==> config.mk <==
export PLATFORM = sky130hd
export DESIGN_NAME = rwcs_divider
export DESIGN_NICKNAME = d
export VERILOG_FILES = /design/src/sv/rwcs_pkg.sv /design/src/sv/rwcs_divider.sv
export SDC_FILE = /design/constraint.sdc
export NUM_CORES = 2
export LEC_CHECK = 0
export BUFFER_PORTS_ARGS = -buffer_cell sky130_fd_sc_hd__buf_2
export CORE_MARGIN = 2
export CORE_UTILIZATION = 67
export DETAILED_ROUTE_END_ITERATION = 8
export PLACE_DENSITY = 0.84
export SKIP_LAST_GASP = 1
export SLEW_MARGIN = 15
export SYNTH_ARGS = -nofsm -noshare
export SYNTH_HDL_FRONTEND = slang
export SYNTH_SLANG_ARGS = --single-unit
==> constraint.sdc <==
create_clock -name clock -period 5 [get_ports clock]
set_input_delay 1.5 -clock clock [delete_from_list [all_inputs] [get_ports clock]]
set_output_delay 1.5 -clock clock [all_outputs]
set_load 0.01 [all_outputs]
==> src/sv/rwcs_pkg.sv <==
// shared constants, codes and transaction types of the raycast wall column shader
// no dependencies; every other file refers to this package by scoped names
`default_nettype none

package rwcs_pkg;

   // texture geometry
   localparam int TEX_BITS  = 6;
   localparam int TEX_SIZE  = 1 << TEX_BITS;
   localparam int NUM_SIDES = 4;
   localparam int SIDE_BITS = 2;
   localparam int ADDR_W    = SIDE_BITS + 2 * TEX_BITS;
   localparam int TEX_WORDS = NUM_SIDES * TEX_SIZE * TEX_SIZE;

   // screen and fixed point formats
   localparam int SCREEN_ROWS = 1024;
   localparam int ROW_BITS    = 10;
   localparam int FRAC_BITS   = 8;
   localparam int COORD_W     = 24;
   localparam int EDGE_W      = 20;
   localparam int COLOR_W     = 32;
   localparam int TILE_BITS   = 6 + FRAC_BITS;   // one map tile is 64 units

   // texture row division: n * TEX_SIZE / d
   localparam int NPOS_W = ((ROW_BITS + FRAC_BITS > EDGE_W - 1) ?
                            (ROW_BITS + FRAC_BITS) : (EDGE_W - 1)) + 1;
   localparam int NUM_W  = NPOS_W + TEX_BITS;
   localparam int DEN_W  = EDGE_W;

   // request kinds
   localparam logic REQ_TEXEL = 1'b0;
   localparam logic REQ_PIXEL = 1'b1;

   // region codes
   localparam logic [1:0] REGION_CEILING = 2'd0;
   localparam logic [1:0] REGION_WALL    = 2'd1;
   localparam logic [1:0] REGION_FLOOR   = 2'd2;

   // side codes
   localparam logic [SIDE_BITS-1:0] SIDE_NORTH = 2'd0;
   localparam logic [SIDE_BITS-1:0] SIDE_SOUTH = 2'd1;
   localparam logic [SIDE_BITS-1:0] SIDE_EAST  = 2'd2;
   localparam logic [SIDE_BITS-1:0] SIDE_WEST  = 2'd3;

   // register indexes
   localparam int CSR_IDX_W = 1;
   localparam logic [CSR_IDX_W-1:0] CSR_CEILING = 1'd0;
   localparam logic [CSR_IDX_W-1:0] CSR_FLOOR   = 1'd1;

   localparam logic [COLOR_W-1:0] CEILING_RESET = 32'h00FF0000;
   localparam logic [COLOR_W-1:0] FLOOR_RESET   = 32'h00FFFF00;

   // one input transaction
   typedef struct packed {
      logic                        req_type;
      logic [SIDE_BITS-1:0]        texture_side;
      logic [TEX_BITS-1:0]         texel_row;
      logic [TEX_BITS-1:0]         texel_col;
      logic [COLOR_W-1:0]          texel_color;
      logic signed [COORD_W-1:0]   hit_x;
      logic signed [COORD_W-1:0]   hit_y;
      logic signed [COORD_W-1:0]   viewer_x;
      logic signed [COORD_W-1:0]   viewer_y;
      logic signed [EDGE_W-1:0]    wall_top;
      logic signed [EDGE_W-1:0]    wall_bottom;
      logic [ROW_BITS-1:0]         screen_row;
   } req_item_type;

   // what travels beside the divider
   typedef struct packed {
      logic                 is_pix;
      logic [SIDE_BITS-1:0] side;
      logic [1:0]           region;
      logic [TEX_BITS-1:0]  row;     // texel row of a write
      logic [TEX_BITS-1:0]  col;     // texel column of a write, tex_x of a pixel
      logic [COLOR_W-1:0]   color;
   } tag_type;

endpackage

`default_nettype wire

==> src/sv/rwcs_divider.sv <==
// pipelined restoring divider, one quotient bit per stage, keeps the low
// TEX_BITS quotient bits (texture row mod TEX_SIZE); depends on rwcs_pkg
`default_nettype none

module rwcs_divider (
   input  wire logic                          clock,
   input  wire logic                          reset,
   input  wire logic                          adv,
   input  wire logic                          in_valid,
   input  wire logic [rwcs_pkg::NUM_W-1:0]    in_num,
   input  wire logic [rwcs_pkg::DEN_W-1:0]    in_den,
   input  wire rwcs_pkg::tag_type             in_tag,
   output logic                               out_valid,
   output logic [rwcs_pkg::TEX_BITS-1:0]      out_quot,
   output rwcs_pkg::tag_type                  out_tag
);

   localparam int NS = rwcs_pkg::NUM_W;

   // stage inputs
   logic                          pv   [NS];
   logic [rwcs_pkg::DEN_W-1:0]    prem [NS];
   logic [rwcs_pkg::NUM_W-1:0]    pnum [NS];
   logic [rwcs_pkg::DEN_W-1:0]    pden [NS];
   logic [rwcs_pkg::TEX_BITS-1:0] pq   [NS];
   rwcs_pkg::tag_type             ptag [NS];
   logic [rwcs_pkg::DEN_W:0]      trial [NS];

   logic                          valid_ff [NS];
   logic [rwcs_pkg::DEN_W-1:0]    rem_ff   [NS];
   logic [rwcs_pkg::DEN_W-1:0]    rem_in   [NS];
   logic [rwcs_pkg::NUM_W-1:0]    num_ff   [NS];
   logic [rwcs_pkg::DEN_W-1:0]    den_ff   [NS];
   logic [rwcs_pkg::TEX_BITS-1:0] q_ff     [NS];
   logic [rwcs_pkg::TEX_BITS-1:0] q_in     [NS];
   rwcs_pkg::tag_type             tag_ff   [NS];

   always_comb begin
      pv[0]   = in_valid;
      prem[0] = '0;
      pnum[0] = in_num;
      pden[0] = in_den;
      pq[0]   = '0;
      ptag[0] = in_tag;
      for (int k = 1; k < NS; k++) begin
         pv[k]   = valid_ff[k-1];
         prem[k] = rem_ff[k-1];
         pnum[k] = num_ff[k-1];
         pden[k] = den_ff[k-1];
         pq[k]   = q_ff[k-1];
         ptag[k] = tag_ff[k-1];
      end
      for (int k = 0; k < NS; k++) begin
         trial[k] = {prem[k], pnum[k][rwcs_pkg::NUM_W-1]};
         if (trial[k] >= {1'b0, pden[k]}) begin
            rem_in[k] = rwcs_pkg::DEN_W'(trial[k] - {1'b0, pden[k]});
            q_in[k]   = {pq[k][rwcs_pkg::TEX_BITS-2:0], 1'b1};
         end else begin
            rem_in[k] = trial[k][rwcs_pkg::DEN_W-1:0];
            q_in[k]   = {pq[k][rwcs_pkg::TEX_BITS-2:0], 1'b0};
         end
      end
   end

   always_ff @(posedge clock) begin
      for (int k = 0; k < NS; k++) begin
         if (reset) begin
            valid_ff[k] <= 1'b0;
         end else if (adv) begin
            valid_ff[k] <= pv[k];
         end
      end
   end

   always_ff @(posedge clock) begin
      if (adv) begin
         for (int k = 0; k < NS; k++) begin
            rem_ff[k] <= rem_in[k];
            num_ff[k] <= {pnum[k][rwcs_pkg::NUM_W-2:0], 1'b0};
            den_ff[k] <= pden[k];
            q_ff[k]   <= q_in[k];
            tag_ff[k] <= ptag[k];
         end
      end
   end

   assign out_valid = valid_ff[NS-1];
   assign out_quot  = q_ff[NS-1];
   assign out_tag   = tag_ff[NS-1];

endmodule

`default_nettype wire

==> results.toml <==
[pwr]
pwr_density_cell_mw_per_mm2 = 592
intPower_uw = 49700
clkPwrFrac = 0.272
power_switching_share = 0.310
leakage_uw = 0.0463
peakVddDrop_v = 0.000443
comb_power_share = 0.298
seqPwrFrac = 0.430
p_sw_uw = 22300

[global_route]
use_met1 = 0.344
antenna_found_initial = 2
grt_pass1_wl_um = 338000
grt-ovfl-total = 0
use_met3 = 0.0413
grt_max_degree = 174
met2_usage = 0.445
grt-busiest-layer = "met2"
grt_pass1_vias = 60100
track_usage = 0.261

[clocking]
cts.reportedPaths.clkPinSlew_ps = 70
cts_inserted_buffers = 278
postCtsSetupBuffers = 0
cts-resized-gates = 0
cts_max_level = 5
clk_path_buf_depth = 4
cts_tree = "built"
clkSinkCount = 2646
ctsHoldBuffers = 0
root_buffer = "clkbuf_16"
clk-insertion-delay-late_ps = 930

[sta]
drv_slew = 0
finalWorstSetupSlack_ps = 976
hold_violations = 0
setup_viol = 0
tightest_slew_ps = 1220
whs_ps = 356
slew_headroom = 0.190
clock_skew_ps = 94.1
fin_crit_ps = 4020
post-route-period-util = 0.805
finalSetupTns_ps = 0
clock.fmax_ghz = 0.249
grt_setup_unrepaired = "false"

[setup_path]
worstSetupPathType = "register to register"
critical_path.max_stage_delay_ps = 680
cp.arrival_ps = 4570
crit_path_start_kind = "register"
crit_chain = "inv_1 > ha_1 > nand3_1 > a21oi_1 > o31ai_1 > o21ai_0 > o41ai_2 > buf_4 > o2111ai_1 > o31ai_4 > buf_4 > o21ai_0"
path_buf_inv = 3
crit_path_top_delay_cell = "o21ai_0"
crit_required_ps = 5540
crit_path_end_kind = "register"
critPathMaxFanout = 19
crit_family = "compound AO/OA/AOI/OAI gates"

[yosys]
yosys.cell_types.count = 84
ys.flop_type = "edfxtp_1"
yosysWarningCount = 0
syn-num-nets = 7706
syn_area_per_cell_um2 = 15.4
async_flop_share = 0
synth_cells = 7081
netlist_area_mm2 = 0.109
ys_ff_latch = 2646
yosysSeqAreaShare = 0.726
synth_edf_count = 2646

[drt]
drt_iter0_drc = 5987
vias = 59300
vias_per_cell = 6.02
drc = 0
first_pass_iters = 6
drt_wl_total_um = 217000
postRouteAntennaNets = 0
wl_per_cell_um = 22.0

[place]
dpl.hpwl_um = 133000
place_ws_ps = 1080
globalplace.congestion = 0.955
port-buffer-count = 154

[min_path]
hold_path_class = "register to register"

[die]
dieArea_mm2 = 0.166
io_pins = 155
start_util = 0.673
dieWidth_um = 408
std_cell_rows = 148
die_y_um = 408
core_mm2 = 0.162

[cells_and_area]
mostFrequentLayoutCells = "2646 x edfxtp_1, 621 x inv_1, 502 x ha_1"
layout_commonest_cell = "edfxtp_1"
area_delta_synth_final_pct = 11.3
final_net_count = 8126
fillCellCount = 9386
layout-drive-gt1-share = 0.114

[job]
maxCapViolations = 0

[status]
status = "finished clean"
synthesized netlist by cell type (11+ instances only):
cell type	number	area share
edfxtp_1	2646	0.73
inv_1	621	0.021
ha_1	502	0.057
a21oi_1	462	0.021
nor2_1	354	0.012
nand2_1	323	0.011
o21ai_0	301	0.014
xnor2_1	248	0.020
mux2_2	209	0.022
a21o_1	183	0.013
xor2_1	127	0.010
o21a_1	81	0.0056
nand3_1	78	0.0036
nor3_1	69	0.0032
nor2b_1	66	0.0038
clkbuf_1	63	0.0022
nand4_1	56	0.0032
a31oi_1	55	0.0031
nand2b_1	53	0.0030
and2_1	42	0.0024
o21bai_1	41	0.0028
a211oi_1	40	0.0027
and3_1	39	0.0022
o31ai_1	29	0.0020
fa_1	24	0.0044
buf_2	20	0.00092
o211ai_1	20	0.0014
nor4_1	19	0.0011
or2_2	19	0.0011
a21boi_0	18	0.0012
mux2i_1	16	0.0015
or3_1	16	0.00092
a211o_1	15	0.0012
o31a_1	13	0.0010
a311oi_1	11	0.00088
o22ai_1	11	0.00063
cell families (layout without fill, tap and decap cells):
logic type	count (synthesis)	after routing	share of synthesized area
XOR/XNOR	375	375	0.0300
multiplexers	231	231	0.0237
flip-flops	2646	2646	0.726
AO/OA/AOI/OAI	1410	1410	0.0816
other	0	2	0
buffers and inverters	714	1319	0.0252
AND/OR/NAND/NOR	1179	1179	0.0511
adder cells (fa/ha/maj)	526	526	0.0618
worst register-to-register path, cell delays in order, from the launching register on:
cell	delay [ps]
edfxtp_1	600
inv_1	90
ha_1	380
nand3_1	110
a21oi_1	210
o31ai_1	110
o21ai_0	370
o41ai_2	120
buf_4	180
o2111ai_1	310
o31ai_4	260
buf_4	280
o21ai_0	680
layer usage:
| metal | routed length (µm) | part of all wire | up-vias |
|---|---|---|---|
| li1 | - | - | 27500 |
| met1 | 87200 | 0.40 | 29000 |
| met2 | 109000 | 0.50 | 2322 |
| met3 | 13100 | 0.060 | 550 |
| met4 | 7770 | 0.036 | 2 |
| met5 | 13 | 0.000060 | - |
power by group through the flow:
stage	clock (µW)	sequential (µW)	combinational, µW
after floorplan	0	30300	16100
after global placement	0	31200	20000
after detailed placement	0	31300	20700
after CTS	20000	31000	21100
after global routing	20700	31200	23600
final	19600	31000	21500
cell type report:
cell class,count,area [µm²],area share
Inverter,622,2330,0.0192
Clock buffer,341,7320,0.0601
Timing Repair Buffer,232,1580,0.0129
Antenna cell,2,5.00,0.0000411
Multi-Input combinational cell,3721,27200,0.224
Clock inverter,124,1130,0.00932
Tap cell,2175,2720,0.0223
Sequential cell,2646,79500,0.652
registers in the layout, summed over array words and instances, names as in the netlist:
name,flops
q_ff,21
rem_ff,500
den_ff,500
tag_ff,1274
num_ff,325
valid_ff,26
metrics by stage:
stage,std cells,total power [µW],instance area [µm²],util
6_report,9863,72000,122000,0.750
5_1_grt,9861,75500,122000,0.750
4_1_cts,9860,72100,122000,0.750
3_5_place_dp,9395,51900,113000,0.698
3_3_place_gp,9395,51200,113000,0.698
2_1_floorplan,7081,46400,109000,-
final timing paths:
path | cells past startpoint | end | startpoint | slack (ps)
worst max register to register | 12 | rem_ff[1][63]$_DFFE_PP_ | den_ff[1][44]$_DFFE_PP_ | 980
worst min register to register | 0 | tag_ff[0][283]$_DFFE_PP_ | tag_ff[0][234]$_DFFE_PP_ | 360
worst max-delay path | 12 | rem_ff[1][63]$_DFFE_PP_ | den_ff[1][44]$_DFFE_PP_ | 980
worst min-delay path | 0 | tag_ff[0][283]$_DFFE_PP_ | tag_ff[0][234]$_DFFE_PP_ | 360
Power figures use the tool's default switching activity.
