`config.mk`:
```
export PLATFORM = sky130hd
export DESIGN_NAME = rwcs_decode
export DESIGN_NICKNAME = d
export VERILOG_FILES = /design/src/sv/rwcs_pkg.sv /design/src/sv/rwcs_decode.sv
export SDC_FILE = /design/constraint.sdc
export NUM_CORES = 1
export LEC_CHECK = 0
export ABC_AREA = 0
export BUFFER_PORTS_ARGS = -buffer_cell sky130_fd_sc_hd__buf_4
export CAP_MARGIN = 30
export CORE_MARGIN = 1
export CORE_UTILIZATION = 55
export CTS_CLUSTER_DIAMETER = 40
export DETAILED_ROUTE_END_ITERATION = 10
export PLACE_DENSITY = 0.93
export SYNTH_ARGS = -nofsm -noshare
export SYNTH_HDL_FRONTEND = slang
export SYNTH_SLANG_ARGS = --single-unit
```
`constraint.sdc`:
```
create_clock -name clock -period 21.3 [get_ports clock]
set_clock_uncertainty 0.1 [all_clocks]
set_input_delay 4.26 -clock clock [delete_from_list [all_inputs] [get_ports clock]]
set_output_delay 4.26 -clock clock [all_outputs]
set_load 0.01 [all_outputs]
```
`src/sv/rwcs_pkg.sv`:
```
// shared constants, codes and transaction types of the raycast wall column shader
// no dependencies; every other file refers to this package by scoped names
`default_nettype none

package rwcs_pkg;

   // texture geometry
   localparam int TEX_BITS  = 6;
   localparam int TEX_SIZE  = 1 << TEX_BITS;
   localparam int NUM_SIDES = 4;
   localparam int SIDE_BITS = 2;
   localparam int ADDR_W    = SIDE_BITS + 2 * TEX_BITS;
   localparam int TEX_WORDS = NUM_SIDES * TEX_SIZE * TEX_SIZE;

   // screen and fixed point formats
   localparam int SCREEN_ROWS = 1024;
   localparam int ROW_BITS    = 10;
   localparam int FRAC_BITS   = 8;
   localparam int COORD_W     = 24;
   localparam int EDGE_W      = 20;
   localparam int COLOR_W     = 32;
   localparam int TILE_BITS   = 6 + FRAC_BITS;   // one map tile is 64 units

   // texture row division: n * TEX_SIZE / d
   localparam int NPOS_W = ((ROW_BITS + FRAC_BITS > EDGE_W - 1) ?
                            (ROW_BITS + FRAC_BITS) : (EDGE_W - 1)) + 1;
   localparam int NUM_W  = NPOS_W + TEX_BITS;
   localparam int DEN_W  = EDGE_W;

   // request kinds
   localparam logic REQ_TEXEL = 1'b0;
   localparam logic REQ_PIXEL = 1'b1;

   // region codes
   localparam logic [1:0] REGION_CEILING = 2'd0;
   localparam logic [1:0] REGION_WALL    = 2'd1;
   localparam logic [1:0] REGION_FLOOR   = 2'd2;

   // side codes
   localparam logic [SIDE_BITS-1:0] SIDE_NORTH = 2'd0;
   localparam logic [SIDE_BITS-1:0] SIDE_SOUTH = 2'd1;
   localparam logic [SIDE_BITS-1:0] SIDE_EAST  = 2'd2;
   localparam logic [SIDE_BITS-1:0] SIDE_WEST  = 2'd3;

   // register indexes
   localparam int CSR_IDX_W = 1;
   localparam logic [CSR_IDX_W-1:0] CSR_CEILING = 1'd0;
   localparam logic [CSR_IDX_W-1:0] CSR_FLOOR   = 1'd1;

   localparam logic [COLOR_W-1:0] CEILING_RESET = 32'h00FF0000;
   localparam logic [COLOR_W-1:0] FLOOR_RESET   = 32'h00FFFF00;

   // one input transaction
   typedef struct packed {
      logic                        req_type;
      logic [SIDE_BITS-1:0]        texture_side;
      logic [TEX_BITS-1:0]         texel_row;
      logic [TEX_BITS-1:0]         texel_col;
      logic [COLOR_W-1:0]          texel_color;
      logic signed [COORD_W-1:0]   hit_x;
      logic signed [COORD_W-1:0]   hit_y;
      logic signed [COORD_W-1:0]   viewer_x;
      logic signed [COORD_W-1:0]   viewer_y;
      logic signed [EDGE_W-1:0]    wall_top;
      logic signed [EDGE_W-1:0]    wall_bottom;
      logic [ROW_BITS-1:0]         screen_row;
   } req_item_type;

   // what travels beside the divider
   typedef struct packed {
      logic                 is_pix;
      logic [SIDE_BITS-1:0] side;
      logic [1:0]           region;
      logic [TEX_BITS-1:0]  row;     // texel row of a write
      logic [TEX_BITS-1:0]  col;     // texel column of a write, tex_x of a pixel
      logic [COLOR_W-1:0]   color;
   } tag_type;

endpackage

`default_nettype wire

```
`src/sv/rwcs_decode.sv`:
```
// first pipeline stage: side choice, region, tex_x and the division operands
// depends on rwcs_pkg
`default_nettype none

module rwcs_decode (
   input  wire logic                          clock,
   input  wire logic                          reset,
   input  wire logic                          adv,
   input  wire logic                          in_valid,
   input  wire rwcs_pkg::req_item_type        in_item,
   output logic                               out_valid,
   output logic [rwcs_pkg::NUM_W-1:0]         out_num,
   output logic [rwcs_pkg::DEN_W-1:0]         out_den,
   output rwcs_pkg::tag_type                  out_tag
);

   localparam int DW = rwcs_pkg::COORD_W + 1;
   localparam int EW = rwcs_pkg::EDGE_W + 1;
   localparam int NW = rwcs_pkg::NPOS_W + 2;

   logic signed [DW-1:0] dx, dy;
   logic [DW-1:0]        adx, ady;
   logic                 x_major;
   logic signed [rwcs_pkg::COORD_W-1:0] c_sel;
   logic [rwcs_pkg::COORD_W-1:0]        c_abs;
   logic signed [EW-1:0] top_x, bot_x, top_neg, bot_neg, top_tr, bot_tr, row_x, d_full;
   logic signed [NW-1:0] n_full;
   logic [rwcs_pkg::SIDE_BITS-1:0] side;
   logic [1:0]           region;
   logic                 on_screen;

   logic                        valid_ff, valid_in;
   logic [rwcs_pkg::NUM_W-1:0]  num_ff, num_in;
   logic [rwcs_pkg::DEN_W-1:0]  den_ff, den_in;
   rwcs_pkg::tag_type           tag_ff, tag_in;

   always_comb begin
      dx = DW'(in_item.hit_x) - DW'(in_item.viewer_x);
      dy = DW'(in_item.hit_y) - DW'(in_item.viewer_y);
      adx = dx[DW-1] ? DW'(-dx) : DW'(dx);
      ady = dy[DW-1] ? DW'(-dy) : DW'(dy);
      x_major = adx > ady;

      if (x_major) begin
         side = (in_item.hit_x > in_item.viewer_x) ? rwcs_pkg::SIDE_EAST : rwcs_pkg::SIDE_WEST;
      end else begin
         side = (in_item.hit_y > in_item.viewer_y) ? rwcs_pkg::SIDE_SOUTH
                                                   : rwcs_pkg::SIDE_NORTH;
      end

      // tex_x is the fraction across the tile
      c_sel = x_major ? in_item.hit_y : in_item.hit_x;
      c_abs = c_sel[rwcs_pkg::COORD_W-1] ? rwcs_pkg::COORD_W'(-c_sel)
                                         : rwcs_pkg::COORD_W'(c_sel);

      // rows truncate toward zero
      top_x   = EW'(in_item.wall_top);
      bot_x   = EW'(in_item.wall_bottom);
      top_neg = -top_x;
      bot_neg = -bot_x;
      top_tr  = top_x[EW-1] ? -(top_neg >>> rwcs_pkg::FRAC_BITS) : (top_x >>> rwcs_pkg::FRAC_BITS);
      bot_tr  = bot_x[EW-1] ? -(bot_neg >>> rwcs_pkg::FRAC_BITS) : (bot_x >>> rwcs_pkg::FRAC_BITS);
      row_x   = EW'({1'b0, in_item.screen_row});

      priority if (row_x < top_tr) begin
         region = rwcs_pkg::REGION_CEILING;
      end else if (row_x < bot_tr) begin
         region = rwcs_pkg::REGION_WALL;
      end else begin
         region = rwcs_pkg::REGION_FLOOR;
      end

      n_full = NW'({1'b0, in_item.screen_row, rwcs_pkg::FRAC_BITS'(0)}) - NW'(in_item.wall_top);
      d_full = bot_x - top_x;
      on_screen = 32'(in_item.screen_row) < 32'(rwcs_pkg::SCREEN_ROWS);

      // a negative row offset samples texture row 0
      num_in = (n_full > 0) ? {n_full[rwcs_pkg::NPOS_W-1:0], rwcs_pkg::TEX_BITS'(0)}
                            : '0;
      den_in = d_full[rwcs_pkg::DEN_W-1:0];

      tag_in.is_pix = (in_item.req_type == rwcs_pkg::REQ_PIXEL);
      tag_in.color  = in_item.texel_color;
      tag_in.region = region;
      tag_in.row    = in_item.texel_row;
      if (in_item.req_type == rwcs_pkg::REQ_PIXEL) begin
         tag_in.side = side;
         tag_in.col  = c_abs[rwcs_pkg::TILE_BITS-1 -: rwcs_pkg::TEX_BITS];
      end else begin
         tag_in.side = in_item.texture_side;
         tag_in.col  = in_item.texel_col;
      end

      valid_in = in_valid && ((in_item.req_type == rwcs_pkg::REQ_TEXEL) || on_screen);
   end

   always_ff @(posedge clock) begin
      if (reset) begin
         valid_ff <= 1'b0;
      end else if (adv) begin
         valid_ff <= valid_in;
      end
   end

   always_ff @(posedge clock) begin
      if (adv) begin
         num_ff <= num_in;
         den_ff <= den_in;
         tag_ff <= tag_in;
      end
   end

   assign out_valid = valid_ff;
   assign out_num   = num_ff;
   assign out_den   = den_ff;
   assign out_tag   = tag_ff;

endmodule

`default_nettype wire

```
==> impl_metrics.py, run 1 <==
metrics = {
    "detailed_routing": {
        "drcViolationCount": 1,
        "num_vias": 10500,
        "drt-initial-drc-count": 683,
        "ant_nets": 0,
        "wire_per_inst_microns": 18.9,
        "firstDrtPassIters": 8,
        "wl_met1_microns": 12400,
        "finalWirelength_microns": 32800,
        "dr_wl_met3_microns": 2660,
        "wl_met2_microns": 16500,
        "viasPerCell": 6.05,
        "top_layer": "met4",
    },
    "worst_setup_path": {
        "worst_setup_path_start_kind": "primary input",
        "arrival_ns": 9.87,
        "worstPathRequired_ns": 21.31,
        "critPathKind": "in -> reg",
        "cp_max_fo": 6,
        "crit_path_end_kind": "flop",
    },
    "synthesis": {
        "synth_cells": 1223,
        "async_flop_share_pct": 0,
        "synth_cell_type_count": 86,
        "syn_area_per_cell_sq_um": 8.55,
        "synth_seq_cells": 90,
        "yosysWarnings": 0,
        "synth-edff-count": 89,
        "synth_ff_type": "edfxtp_1",
        "yosysSeqAreaShare_pct": 25.8,
        "netlist_area_sq_um": 10500,
    },
    "clock_network": {
        "post-cts-setup-buffers": 0,
        "cts_tree": "built",
        "cts_made_buffers": 9,
        "clk_pin_slew_ns": 0.08,
        "clk_path_buf_depth": 2,
        "ctsResizeCount": 0,
        "htreeDepth": 3,
        "root_buffer": "clkbuf_16",
        "worstSkewPairLatency_ns": 0.37,
        "cts_sinks": 90,
        "ctsHoldBuffers": 0,
    },
    "cells_and_area": {
        "fin_area_sq_um": 13100,
        "drive_above_1_share_pct": 22.8,
        "fin_cells": 1735,
        "final_cell_mix": "289 x buf_4, 126 x ha_1, 103 x inv_1",
        "finish.utilization_pct": 70.1,
        "n_fill_cell": 1434,
        "final_common_cell": "buf_4",
        "multiInputGateArea_sq_um": 7240,
        "final_nets": 1822,
        "n_antenna_cell": 0,
        "area_growth_pct": 25.1,
        "seqCellArea_sq_um": 2690,
    },
    "timing": {
        "period_needed_ns": 9.86,
        "setup-tns-final_ns": 0,
        "setup_viol": 0,
        "final_hold_viol_count": 0,
        "period_share_pct": 46.3,
        "hold_slack_ns": 0.423,
        "relSlewSlack_pct": 38.0,
        "setup_ws_ns": 11.44,
        "drv_slew": 0,
        "grt_setup_unrepaired": "no",
        "max_freq_mhz": 101,
        "worstMarginPinSlew_ns": 0.918,
    },
    "grt": {
        "grt_max_degree": 51,
        "grt_usage_pct": 33.1,
        "grt_pass1_wl_microns": 51300,
        "grt_pass1_vias": 10300,
        "grt_overflow": 0,
        "antenna_found_initial": 1,
    },
    "pwr": {
        "p_clk_share_pct": 21.0,
        "p_comb_share_pct": 50.2,
        "netSwitchingPower_mw": 0.308,
        "finalPower_mw": 0.795,
        "internal_power_mw": 0.487,
        "swShare_pct": 38.8,
        "sequentialPowerShare_pct": 28.9,
        "power.leakage_nw": 5.97,
        "powerDensity_nw_per_um2": 60.8,
        "vdd_ir_drop_max_mv": 0.0411,
    },
    "placed_design": {
        "gp_congestion": 0.968,
        "dpl_cell_area_sq_um": 12800,
        "dpl.hpwl_microns": 27100,
        "placedCellCount": 1719,
        "io_buffers": 286,
        "pre_cts_slack_ns": 11.09,
    },
    "floorplan": {
        "die-area_sq_um": 19600,
        "fp.dieH_microns": 140,
        "coreArea_sq_um": 18600,
        "rows": 50,
        "start_util_pct": 56.1,
        "ios": 293,
        "die_x_microns": 140,
    },
    "hold_path": {
        "hold_path_class": "reg -> reg",
    },
    "outcome": {
        "violations": "design-rule violations",
        "status": "finished with violations",
    },
    "job": {
        "drv_cap": 0,
    },
}
## power groups by stage
stage / clock [mW] / sequential (mW) / combinational, mW
6_report: 0.167 / 0.229 / 0.399
4_1_cts: 0.167 / 0.230 / 0.394
5_1_grt: 0.173 / 0.231 / 0.437
2_1_floorplan: 0 / 0.242 / 0.246
3_5_place_dp: 0 / 0.233 / 0.391
3_3_place_gp: 0 / 0.233 / 0.373
## worst paths after layout
| check | from | endpoint | slack [ns] | cells after the start |
|---|---|---|---|---|
| max | in_item[50] | out_tag[35]$_DFFE_PP_ | 11.44 | 22 |
| max reg2reg | out_valid$_SDFFE_PP0P_ | out_valid$_SDFFE_PP0P_ | 20.60 | 2 |
| min | out_valid$_SDFFE_PP0P_ | out_valid$_SDFFE_PP0P_ | 0.42 | 2 |
| min reg2reg | out_valid$_SDFFE_PP0P_ | out_valid$_SDFFE_PP0P_ | 0.42 | 2 |
## final cells by class
cell class	count	share of cell area, %
multi-input cells	1003	55.4
flip-flops and latches	90	20.6
repair buffers	289	16.6
inverters	103	2.96
well taps	234	2.24
clock buffers	9	1.72
clock inverters	7	0.536
## synthesized netlist by cell type (16+ instances only)
master / instances / area share (%)
nor2b_1: 17 / 1.0
xnor2_1: 93 / 7.8
nand2b_1: 20 / 1.2
o21ai_0: 62 / 3.0
nand4_1: 29 / 1.7
nor2_1: 95 / 3.4
a21o_1: 44 / 3.2
xor2_1: 61 / 5.1
edfxtp_1: 89 / 26
ha_1: 126 / 15
inv_1: 103 / 3.7
nand3_1: 23 / 1.1
nor4_1: 16 / 0.96
clkbuf_1: 18 / 0.65
a21oi_1: 72 / 3.4
nor3_1: 38 / 1.8
nand2_1: 85 / 3.1
## layer usage
metal | up-vias | track usage [%]
met5 | - | 0
li1 | 5010 | -
met1 | 4896 | 36.5
met3 | 77 | 5.95
met2 | 519 | 61.4
met4 | 0 | 14.9
## cells by family after synthesis
| logic type | synth area share (%) |
|---|---|
| simple gates | 19.4 |
| compound gates | 19.3 |
| xor+xnor | 12.9 |
| buf+inv | 5.15 |
| fa+ha+maj | 15.7 |
| flops | 25.8 |
| mux | 1.81 |
| other cells | 0.0359 |
## sequential cells by signal, indices dropped and copies added, names as in the netlist
name and count:
out_tag 49, out_den 20, out_valid 1, out_num 20
## critical path, cell delays in order
cell and delay [ns]:
buf_4 0.11, ha_1 0.21, fa_1 0.40, nand2b_1 0.20, a21o_1 0.21, nand2_1 0.12, nand4_1 0.14, a311oi_2 0.40
nand4_1 0.23, or4_1 0.60, or4_1 0.53, nor4_1 0.28, nand2_1 0.09, ha_1 0.31, nand4_1 0.11, nand2b_1 0.16
nor3_1 0.13, inv_1 0.09, o41ai_2 0.64, buf_4 0.27, mux2i_1 0.08, mux2_2 0.29
Power figures use the tool's default switching activity.
==> inputs of run 2 (changes only) <==
--- a/config.mk
+++ b/config.mk
@@ -5,14 +5,14 @@
 export SDC_FILE = /design/constraint.sdc
 export NUM_CORES = 1
 export LEC_CHECK = 0
-export ABC_AREA = 0
+export ABC_AREA = 1
 export BUFFER_PORTS_ARGS = -buffer_cell sky130_fd_sc_hd__buf_4
 export CAP_MARGIN = 30
 export CORE_MARGIN = 1
 export CORE_UTILIZATION = 55
 export CTS_CLUSTER_DIAMETER = 40
 export DETAILED_ROUTE_END_ITERATION = 10
-export PLACE_DENSITY = 0.93
+export PLACE_DENSITY = 0.9
 export SYNTH_ARGS = -nofsm -noshare
 export SYNTH_HDL_FRONTEND = slang
 export SYNTH_SLANG_ARGS = --single-unit
==> constraint.sdc (replaced) <==
create_clock -name clock -period 9.3 [get_ports clock]
set_clock_uncertainty 0.1 [all_clocks]
set_input_delay 1.86 -clock clock [delete_from_list [all_inputs] [get_ports clock]]
set_output_delay 1.86 -clock clock [all_outputs]
set_load 0.01 [all_outputs]
==> run 2 against run 1 <==
The flow now finishes without violations. Global-route usage up 2.9 points. Register-to-register slack worse by 12 ns. Final cell count up 53%. Routed wire length up 32%. Flip-flop and latch count unchanged. Design area up 19%. Synthesized cell count up 68%. First-iteration DRC count up 46%. Critical endpoint is now out_tag[32]$_DFFE_PP_. Largest cell class unchanged.
==> impl_metrics.py, run 2 <==
metrics = {
    "synthesis": {
        "async_flop_share_pct": 0,
        "synth_cell_type_count": 61,
        "yosysWarnings": 0,
        "synth-edff-count": 89,
        "synth.area.top_cells": "edfxtp_1 21%, nand2_1 19%, ha_1 12%",
        "synth_ff_type": "edfxtp_1",
        "synthTopCellsByCount": "667 x nand2_1, 350 x inv_1, 198 x nor2_1, 126 x ha_1, 124 x nand3_1",
        "syn_area_per_cell_sq_um": 6.24,
        "netlist_area_sq_um": 12800,
        "yosys.area.top_type": "edfxtp_1",
        "yosysSeqAreaShare_pct": 21.0,
        "synth_cells": 2059,
        "post-synth-top-count-cell": "nand2_1",
        "synth_seq_cells": 90,
        "yosysTopAreaCellShare_pct": 20.8,
    },
    "timing": {
        "max_freq_mhz": 152,
        "hold_slack_ns": 0.405,
        "relSlewSlack_pct": 33.4,
        "period_needed_ns": 6.59,
        "worstMarginPinSlew_ns": 0.998,
        "drv_slew": 0,
        "setup_viol": 0,
        "setup-tns-final_ns": 0,
        "final_hold_viol_count": 0,
        "period_share_pct": 70.9,
        "grt_setup_unrepaired": "no",
    },
    "worst_setup_path": {
        "cp_max_fo": 17,
        "slowest_stage": "fa_1",
        "critPathKind": "in -> reg",
        "crit_path_end_kind": "flop",
        "worstPathRequired_ns": 9.30,
        "arrival_ns": 6.59,
        "worst_setup_path_start_kind": "primary input",
        "slowest_delay_ns": 0.40,
    },
    "clock_network": {
        "cts_tree": "built",
        "post-cts-setup-buffers": 0,
        "clk_path_buf_depth": 2,
        "ctsResizeCount": 0,
        "clk_pin_slew_ns": 0.08,
        "cts_sinks": 90,
        "ctsHoldBuffers": 0,
        "cts_made_buffers": 9,
        "htreeDepth": 3,
        "worstSkewPairLatency_ns": 0.35,
        "root_buffer": "clkbuf_16",
    },
    "floorplan": {
        "ios": 293,
        "fp.dieH_microns": 155,
        "start_util_pct": 56.4,
        "rows": 55,
        "die-area_sq_um": 24000,
        "coreArea_sq_um": 22800,
        "die_x_microns": 155,
    },
    "cells_and_area": {
        "largest_reg_flops": 49,
        "drive_above_1_share_pct": 17.0,
        "seqCellArea_sq_um": 2690,
        "final_nets": 2669,
        "area_growth_pct": 21.4,
        "final_common_cell": "nand2_1",
        "n_fill_cell": 2026,
        "final_cell_mix": "667 x nand2_1, 350 x inv_1, 288 x buf_4",
        "multiInputGateArea_sq_um": 8650,
    },
    "pwr": {
        "vdd_ir_drop_max_mv": 0.108,
        "power.leakage_nw": 8.49,
        "powerDensity_nw_per_um2": 131,
    },
    "detailed_routing": {
        "firstDrtPassIters": 6,
        "finalWirelength_microns": 43400,
        "drt-initial-drc-count": 997,
        "drcViolationCount": 0,
        "num_vias": 14400,
        "wire_per_inst_microns": 16.3,
        "viasPerCell": 5.39,
        "ant_nets": 0,
    },
    "grt": {
        "grt_usage_pct": 36.0,
        "grt_pass1_vias": 13300,
        "antenna_found_initial": 1,
        "grt_overflow": 0,
        "grt_max_degree": 77,
        "grt_pass1_wl_microns": 67700,
    },
    "placed_design": {
        "gp_congestion": 0.984,
        "dpl.hpwl_microns": 37300,
        "io_buffers": 286,
    },
    "job": {
        "drv_cap": 0,
    },
    "hold_path": {
        "hold_path_class": "reg -> reg",
    },
    "outcome": {
        "status": "finished clean",
    },
}
==> run 2: cell count changes in the layout (fill, tap and decap cells not counted), sizes merged, moves of 20 or more <==
| cell | before | now |
|---|---|---|
| nand4 | 29 | 67 |
| nand3 | 23 | 129 |
| a21o | 45 | 3 |
| nand2 | 85 | 689 |
| nand2b | 20 | 0 |
| xnor2 | 93 | 23 |
| inv | 107 | 371 |
| nor2 | 95 | 227 |
==> run 2: worst paths after layout <==
kind,slack (ns),from,end,depth (start not counted)
max,2.71,in_item[122],out_tag[32]$_DFFE_PP_,30
min,0.40,out_valid$_SDFFE_PP0P_,out_valid$_SDFFE_PP0P_,2
max reg2reg,8.61,out_valid$_SDFFE_PP0P_,out_valid$_SDFFE_PP0P_,2
min reg2reg,0.40,out_valid$_SDFFE_PP0P_,out_valid$_SDFFE_PP0P_,2
==> run 2: per-stage QoR <==
stage                     power (mW)  setup slack (ns)  cell area, sq um  instances  util [%]
after global placement          1.65              2.64             15300       2645      67.1
after CTS                       2.04              2.83             15600       2661      68.4
after floorplan                 1.29              3.43             12900       2064         -
after detailed placement        1.67              2.48             15300       2645      67.1
after global routing            2.20              2.30             15600       2662      68.4
final                           2.05              2.71             15600       2662      68.4
==> run 2: cell type report <==
class / count / area share, %
flip-flops and latches: 90 / 17.3
diodes: 1 / 0.0161
clock buffers: 9 / 1.44
multi-input cells: 1585 / 55.5
clock inverters: 7 / 0.490
repair buffers: 288 / 13.9
inverters: 369 / 8.89
well taps: 313 / 2.51
==> run 2: report_power, final <==
group	leakage, nW	internal (mW)	switching (mW)
registers	0.876	0.511	0.0182
clock network	0.149	0.191	0.177
logic	7.46	0.428	0.721
total	8.49	1.13	0.916
==> run 2: metal layers <==
layer  up-vias  part of all wire, %  track usage, %
li1       7173                    -               -
met1      6475                   39            41.3
met2       617                   50            67.2
met3        87                  7.4            4.82
met4         0                  3.9            14.0
met5         -                    0               0
==> run 2: logic make-up (layout without fill, tap and decap cells) <==
kind of cell | after synthesis | after routing | share of synthesized area (%)
AOI/OAI and AO/OA | 180 | 180 | 7.88
xor gates and xnor gates | 90 | 90 | 6.31
adders and majority gates | 129 | 129 | 12.7
buffers and inverters | 389 | 673 | 11.8
DFF | 90 | 90 | 21.0
muxes | 1 | 1 | 0.0779
other | 1 | 7 | 0.0292
and+or+nand+nor | 1179 | 1179 | 40.2
==> run 2: critical path: cells and delay by family <==
family	cells	cell delay (ns)
compound gates	2	0.30
xor+xnor	2	0.31
fa+ha+maj	3	0.90
buf+inv	6	0.77
simple gates	17	2.43
